File: config.mk
export PLATFORM = sky130hd
export DESIGN_NAME = memory_controller_config_chain_flat
export DESIGN_NICKNAME = d
export VERILOG_FILES = /design/src/mcc_pkg.sv /design/src/mcc_ifs.sv /design/src/mcc_slot_bank.sv /design/src/memory_controller_config_chain.sv /design/src/flat_wrapper.sv
export SDC_FILE = /design/constraint.sdc
export NUM_CORES = 1
export LEC_CHECK = 0
export BUFFER_PORTS_ARGS = -buffer_cell sky130_fd_sc_hd__buf_2
export CAP_MARGIN = 20
export CORE_MARGIN = 4
export CORE_UTILIZATION = 45
export CTS_CLUSTER_DIAMETER = 150
export DETAILED_ROUTE_END_ITERATION = 10
export PLACE_DENSITY = 0.68
export RECOVER_POWER = 25
export SYNTH_ARGS = -nofsm -noshare
export SYNTH_HDL_FRONTEND = slang
export SYNTH_SLANG_ARGS = --single-unit
File: constraint.sdc
create_clock -name clk -period 5.07 [get_ports clk]
set_clock_uncertainty 0.2 [all_clocks]
set_input_delay 0 -clock clk [delete_from_list [all_inputs] [get_ports clk]]
set_output_delay 0 -clock clk [all_outputs]
set_load 0.005 [all_outputs]
File: src/mcc_pkg.sv
// shared types, constants and lookup functions for the config chain
`default_nettype none
package mcc_pkg;

    localparam int SLOTS = 6;
    localparam int WORD_W = 20;
    localparam int ID_W = 8;
    localparam int ID_ENTRIES = 12;

    typedef logic [1:0] count_t;
    typedef logic [WORD_W-1:0] word_t;
    typedef logic [ID_W-1:0] id_t;
    typedef logic [1:0] req_code_t;

    localparam req_code_t REQ_CONFIGURE = 2'd0;
    localparam req_code_t REQ_UNCONFIGURE = 2'd1;
    localparam req_code_t REQ_IDENTIFY = 2'd2;
    localparam req_code_t REQ_RESET = 2'd3;

    typedef struct packed {
        req_code_t req_type;
        word_t bus_value;
    } req_t;

    localparam count_t COUNT_TABLE_A [SLOTS] = '{2'd1, 2'd2, 2'd2, 2'd2, 2'd2, 2'd0};
    localparam count_t COUNT_TABLE_B [SLOTS] = '{2'd1, 2'd2, 2'd2, 2'd2, 2'd2, 2'd0};

    localparam id_t ID_TABLE [ID_ENTRIES] = '{
        8'h00, 8'h00, 8'h00, 8'h00, 8'h05, 8'hf6,
        8'h07, 8'hf8, 8'h01, 8'hf2, 8'h00, 8'h00
    };

    // table byte for slot and its pending count; out-of-range index reads zero
    function automatic id_t id_lookup(logic [2:0] slot, count_t count);
        logic [4:0] idx;
        idx = {1'b0, slot, 1'b0} + 5'd2 - {3'b000, count};
        if (idx > 5'(ID_ENTRIES - 1))
            return '0;
        return ID_TABLE[idx[3:0]];
    endfunction

    function automatic count_t reload_count(logic sel, logic [2:0] slot);
        return sel ? COUNT_TABLE_B[slot] : COUNT_TABLE_A[slot];
    endfunction

endpackage
`default_nettype wire

File: src/mcc_ifs.sv
// valid/ready channel interfaces for requests and responses
`default_nettype none
interface mcc_req_if;
    logic valid;
    logic ready;
    logic [1:0] req_type;
    logic [19:0] bus_value;
    modport source (output valid, output req_type, output bus_value, input ready);
    modport sink (input valid, input req_type, input bus_value, output ready);
endinterface

interface mcc_rsp_if;
    logic valid;
    logic ready;
    logic [7:0] id_value;
    modport source (output valid, output id_value, input ready);
    modport sink (input valid, input id_value, output ready);
endinterface
`default_nettype wire

File: src/mcc_slot_bank.sv
// six slot registers with first-match search and per-request update
`default_nettype none
module mcc_slot_bank
    import mcc_pkg::*;
(
    input wire logic clk,
    input wire logic rst_n,
    input wire logic go,
    input wire req_t req,
    input wire logic model_select,
    output id_t id
);

    count_t count_reg [SLOTS];
    count_t count_next [SLOTS];
    word_t word0_reg [SLOTS];
    word_t word0_next [SLOTS];
    word_t word1_reg [SLOTS];
    word_t word1_next [SLOTS];

    always_comb
    begin
        logic found;
        count_t c;
        found = 1'b0;
        c = '0;
        id = '0;
        count_next = count_reg;
        word0_next = word0_reg;
        word1_next = word1_reg;
        unique case (req.req_type)
            REQ_CONFIGURE:
            begin
                for (int s = 0; s < SLOTS; s++)
                begin
                    if (!found && count_reg[s] != 2'd0)
                    begin
                        found = 1'b1;
                        c = count_reg[s] - 2'd1;
                        count_next[s] = c;
                        if (c[0])
                            word1_next[s] = req.bus_value;
                        else
                            word0_next[s] = req.bus_value;
                    end
                end
            end
            REQ_UNCONFIGURE:
            begin
                for (int s = 0; s < SLOTS; s++)
                begin
                    if (!found && word0_reg[s] == req.bus_value)
                    begin
                        found = 1'b1;
                        count_next[s] = reload_count(model_select, 3'(s));
                        word0_next[s] = '0;
                        word1_next[s] = '0;
                    end
                end
            end
            REQ_IDENTIFY:
            begin
                for (int s = 0; s < SLOTS; s++)
                begin
                    if (!found && count_reg[s] != 2'd0)
                    begin
                        found = 1'b1;
                        id = id_lookup(3'(s), count_reg[s]);
                    end
                end
            end
            REQ_RESET:
            begin
                for (int s = 0; s < SLOTS; s++)
                begin
                    count_next[s] = reload_count(model_select, 3'(s));
                    word0_next[s] = '0;
                    word1_next[s] = '0;
                end
            end
        endcase
    end

    always_ff @(posedge clk or negedge rst_n)
    begin
        if (!rst_n)
        begin
            for (int s = 0; s < SLOTS; s++)
            begin
                count_reg[s] <= COUNT_TABLE_A[s];
                word0_reg[s] <= '0;
                word1_reg[s] <= '0;
            end
        end
        else if (go)
        begin
            count_reg <= count_next;
            word0_reg <= word0_next;
            word1_reg <= word1_next;
        end
    end

endmodule
`default_nettype wire

File: src/memory_controller_config_chain.sv
// top level: request register, slot bank and response register
//
//  channel  dir  payload                   transfer
//  req      in   req_type[1:0], bus_value  req.valid & req.ready
//  rsp      out  id_value[7:0]             rsp.valid & rsp.ready
//  cfg      in   cfg_wdata (model_select)  cfg_we
//
// one request per cycle while the response is not stalled; a request passes from
// the request register through the slot bank into the response register
// reset loads counts 1,2,2,2,2,0, clears all words and model_select
// a stalled response holds the request register; a new request is taken
// in the cycle the held one moves on
`default_nettype none
module memory_controller_config_chain
    import mcc_pkg::*;
(
    input wire logic clk,
    input wire logic rst_n,
    mcc_req_if.sink req,
    mcc_rsp_if.source rsp,
    input wire logic cfg_we,
    input wire logic cfg_wdata
);

    logic model_select_reg;
    logic in_valid_reg;
    req_t in_reg;
    logic rsp_valid_reg;
    id_t rsp_id_reg;
    id_t id;
    logic advance;

    assign advance = in_valid_reg && (!rsp_valid_reg || rsp.ready);
    assign req.ready = !in_valid_reg || advance;
    assign rsp.valid = rsp_valid_reg;
    assign rsp.id_value = rsp_id_reg;

    always_ff @(posedge clk or negedge rst_n)
    begin
        if (!rst_n)
            model_select_reg <= 1'b0;
        else if (cfg_we)
            model_select_reg <= cfg_wdata;
    end

    always_ff @(posedge clk or negedge rst_n)
    begin
        if (!rst_n)
        begin
            in_valid_reg <= 1'b0;
            rsp_valid_reg <= 1'b0;
        end
        else
        begin
            if (req.ready)
                in_valid_reg <= req.valid;
            if (advance)
                rsp_valid_reg <= 1'b1;
            else if (rsp.ready)
                rsp_valid_reg <= 1'b0;
        end
    end

    always_ff @(posedge clk or negedge rst_n)
    begin
        if (!rst_n)
        begin
            in_reg <= '0;
            rsp_id_reg <= '0;
        end
        else
        begin
            if (req.valid && req.ready)
            begin
                in_reg.req_type <= req.req_type;
                in_reg.bus_value <= req.bus_value;
            end
            if (advance)
                rsp_id_reg <= id;
        end
    end

    mcc_slot_bank u_slot_bank (
        .clk (clk),
        .rst_n (rst_n),
        .go (advance),
        .req (in_reg),
        .model_select (model_select_reg),
        .id (id)
    );

endmodule
`default_nettype wire
File: src/flat_wrapper.sv
// flat-port wrapper written by rule: the top's interface ports become plain ports
module memory_controller_config_chain_flat import mcc_pkg::*;
  (clk, rst_n, cfg_we, cfg_wdata, req_valid, req_req_type, req_bus_value, req_ready, rsp_valid, rsp_id_value, rsp_ready);
  mcc_req_if req_i ();
  mcc_rsp_if rsp_i ();
  input wire logic clk;
  input wire logic rst_n;
  input wire logic cfg_we;
  input wire logic cfg_wdata;
  input wire logic [$bits(req_i.valid)-1:0] req_valid;
  input wire logic [$bits(req_i.req_type)-1:0] req_req_type;
  input wire logic [$bits(req_i.bus_value)-1:0] req_bus_value;
  output wire logic [$bits(req_i.ready)-1:0] req_ready;
  output wire logic [$bits(rsp_i.valid)-1:0] rsp_valid;
  output wire logic [$bits(rsp_i.id_value)-1:0] rsp_id_value;
  input wire logic [$bits(rsp_i.ready)-1:0] rsp_ready;
  assign req_i.valid = req_valid;
  assign req_i.req_type = req_req_type;
  assign req_i.bus_value = req_bus_value;
  assign req_ready = req_i.ready;
  assign rsp_valid = rsp_i.valid;
  assign rsp_id_value = rsp_i.id_value;
  assign rsp_i.ready = rsp_ready;
  memory_controller_config_chain u_core (.clk(clk), .rst_n(rst_n), .req(req_i), .rsp(rsp_i), .cfg_we(cfg_we), .cfg_wdata(cfg_wdata));
endmodule
==> results.json <==
{
  "area_growth_pct": 13.4,
  "crit_chain": "inv_1, ha_1, nand4_1, or3b_1, nor2_1, o21ai_1, or3_1, nand2_1, o21ai_0",
  "fmaxAchievable_mhz": 287,
  "drt_iter0_markers": 470,
  "setup_viol": 0,
  "fin_crit_ns": 3.48,
  "top_usage_layer": "met2",
  "route.detailed.drc": 0,
  "grt_pass1_vias": 6092,
  "start_util": 0.461,
  "finalCritPeriodShare": 0.686,
  "final_cell_count_no_fill": 1116,
  "rsz0062_at_grt": "false",
  "p_leak_uw": 0.00423,
  "reg2reg_to": "u_core.u_slot_bank.word0_reg[11]$_DFFE_PN0P_",
  "largest_reg_flops": 120,
  "hold_viol": 0,
  "yosys.area.top_type_share": 0.448,
  "avgRoutedWirePerCell_um": 18.4,
  "antenna_found_initial": 0,
  "overflow": 0,
  "cp_slowest_cell": "or3_1",
  "netlist_area_um2": 8700,
  "insertedDiodeCount": 0,
  "netlist_instances": 806,
  "grt.total_usage": 0.195,
  "portBuffers": 35,
  "synth.distinct_cells": 51,
  "outcome": "complete, but fails checks",
  "vias": 6025,
  "peakVddDrop_mv": 0.225,
  "regToRegStartpoint": "u_core.u_slot_bank.count_reg[6]$_DFFE_PN0P_",
  "postCtsSetupBuffers": 0,
  "holdCritPathClass": "in -> reg",
  "yosysSeqAreaShare": 0.464,
  "path_clk_slew_ns": 0.06,
  "grt_use_met1": 0.265,
  "setup_slack_ns": 1.59,
  "worstPathRequired_ns": 5.17,
  "synth_largest_area_cell": "dfrtp_1",
  "p_per_area_nw_per_um2": 505,
  "use_met2": 0.318,
  "critPathArrivalTime_ns": 3.58,
  "crit_end": "u_core.u_slot_bank.word0_reg[11]$_DFFE_PN0P_",
  "final_cell_mix": "dfrtp_1 (155), nand2_1 (74), xnor2_1 (72)",
  "yosys_warnings": 0,
  "rows": 50,
  "wirelength_um": 20500,
  "final_common_cell": "dfrtp_1",
  "h-tree-depth": 4,
  "io_pins": 38,
  "worstMarginPinSlew_ns": 2.17,
  "cts_buffers": 17,
  "crit_type": "reg -> reg",
  "slew_violations": 36,
  "tritoncts": "built",
  "num-fill-cells": 1662,
  "endpoint_kind": "flop",
  "ant_nets": 0,
  "cts_max_path_buffers": 2,
  "syn_area_per_cell_um2": 10.8,
  "crit_family": "simple AND/OR/NAND/NOR gates",
  "r2r_slack_ns": 1.59,
  "cpPeakStageDelay_ns": 0.72,
  "coreArea_um2": 18900,
  "cap_violations": 1,
  "routabilityCongestion": 0.843,
  "fin_util": 0.523,
  "drt-pass1-iter-count": 5,
  "crit_fanout": 27,
  "cp-startpoint": "u_core.u_slot_bank.count_reg[6]$_DFFE_PN0P_",
  "slew_headroom": -0.447,
  "ys_ff_latch": 161,
  "dieArea_um2": 21600,
  "r2r_cells": 9,
  "synth_area_leaders": "dfrtp_1 (45%), xnor2_1 (7.2%), mux2_2 (5.7%), xor2_1 (5.0%), mux2_4 (3.4%)",
  "dpl_worst_slack_ns": 1.64,
  "violations": "capacitance limit, slew limit",
  "grt_pass1_wl_um": 33200,
  "die_y_um": 147,
  "crit_cells": 9,
  "clkLatencyLatePin_ns": 0.43,
  "grt_max_degree": 111,
  "layout-drive-gt1-share": 0.182,
  "cts_root_buf": "clkbuf_16",
  "layout.nets": 887,
  "gr-usage-met3": 0.0339,
  "vias_per_cell": 5.40,
  "timing.setup.tns_ns": 0,
  "die_x_um": 147,
  "path_buf_inv": 1,
  "cts_sinks": 161,
  "syn_nets": 850,
  "hpwl_um": 13000,
  "start_kind": "flop",
  "place_inst": 1056
}
[worst reg2reg max path, cell delays in order (launching register included)]
cell and delay [ns]:
dfrtp_1 0.70, inv_1 0.20, ha_1 0.29, nand4_1 0.17, or3b_1 0.49, nor2_1 0.13, o21ai_1 0.18, or3_1 0.72
nand2_1 0.18, o21ai_0 0.09
[repair_timing]
item                                   4_1_cts  5_1_grt
endpoints found under the hold margin      128       30
hold buffers                                26        1
resized for setup                            0        0
[per-stage QoR]
stage	area, um2	power [uW]	hold slack (ns)
detailed placement	9030	3750	0.00856
global route	9870	5300	0.140
global placement	9030	3700	0.00647
finish	9870	4990	0.134
CTS	9850	5010	0.122
floorplan	8700	3370	-0.496
[worst min-delay path by stage]
stage                                                  to  depth (start not counted)               from  slack (ns)
after floorplan              u_core.in_reg[0]$_DFFE_PN0P_                          0              rst_n       -0.50
after global placement    u_core.in_valid_reg$_DFFE_PN0N_                          2          req_valid       0.006
after detailed placement  u_core.in_valid_reg$_DFFE_PN0N_                          2          req_valid       0.009
after CTS                   u_core.in_reg[15]$_DFFE_PN0P_                          3  req_bus_value[15]        0.12
after global routing        u_core.in_reg[20]$_DFFE_PN0P_                          3    req_req_type[0]        0.14
final                        u_core.in_reg[3]$_DFFE_PN0P_                          3   req_bus_value[3]        0.13
[final cells by class]
| class | count | area, um2 | area share |
|---|---|---|---|
| multi-input combinational | 569 | 4310 | 0.436 |
| clock buffer | 26 | 499 | 0.0506 |
| sequential | 161 | 4040 | 0.409 |
| clock inverter | 6 | 57.6 | 0.00583 |
| inverter | 13 | 48.8 | 0.00494 |
| tap | 260 | 325 | 0.0329 |
| timing repair buffer | 81 | 602 | 0.0609 |
[kinds of logic (layout without fill, tap and decap cells)]
logic type,count (synthesis),after routing,share of synthesized area
AO/OA/AOI/OAI,142,142,0.111
XOR/XNOR,122,122,0.123
adder cells (fa/ha/maj),16,16,0.0230
buffers and inverters,76,126,0.0440
flip-flops,161,161,0.464
multiplexers,86,86,0.117
AND/OR/NAND/NOR,203,203,0.119
[synthesized netlist by cell type (all sizes together)]
library cell and instances:
nand4 20, mux2 64, mux2i 22, nand2b 6
o21a 1, buf 33, a22oi 4, or3 2
a31oi 2, nand3 9, nand3b 1, nor3b 1
ha 16, o22a 1, and3 23, inv 13
nand2 74, clkbuf 30, o32ai 1, nor2b 21
and2 2, a32oi 3, o221a 1, xnor2 72
a2111o 1, nor3 10, or3b 1, dfstp 5
o2bb2ai 20, a21oi 28, a2111oi 1, xor2 50
o31a 2, a22o 21, dfrtp 156, nor2 18
o31ai 4, nor4 15, o41ai 1, a211oi 1
o21ai 49, a32o 1
[power by group]
| group | switching, uW | total, uW | internal, uW |
|---|---|---|---|
| Combinational | 709 | 1530 | 820 |
| Clock | 499 | 1220 | 725 |
| Sequential | 489 | 2240 | 1750 |
| Total | 1700 | 4990 | 3290 |
[metal layers]
layer,wire [um],vias up
met3,862,32
met1,9510,2958
met5,0,-
met2,9640,147
li1,-,2888
met4,484,0
Note: power is estimated with default switching activity, not from simulation.
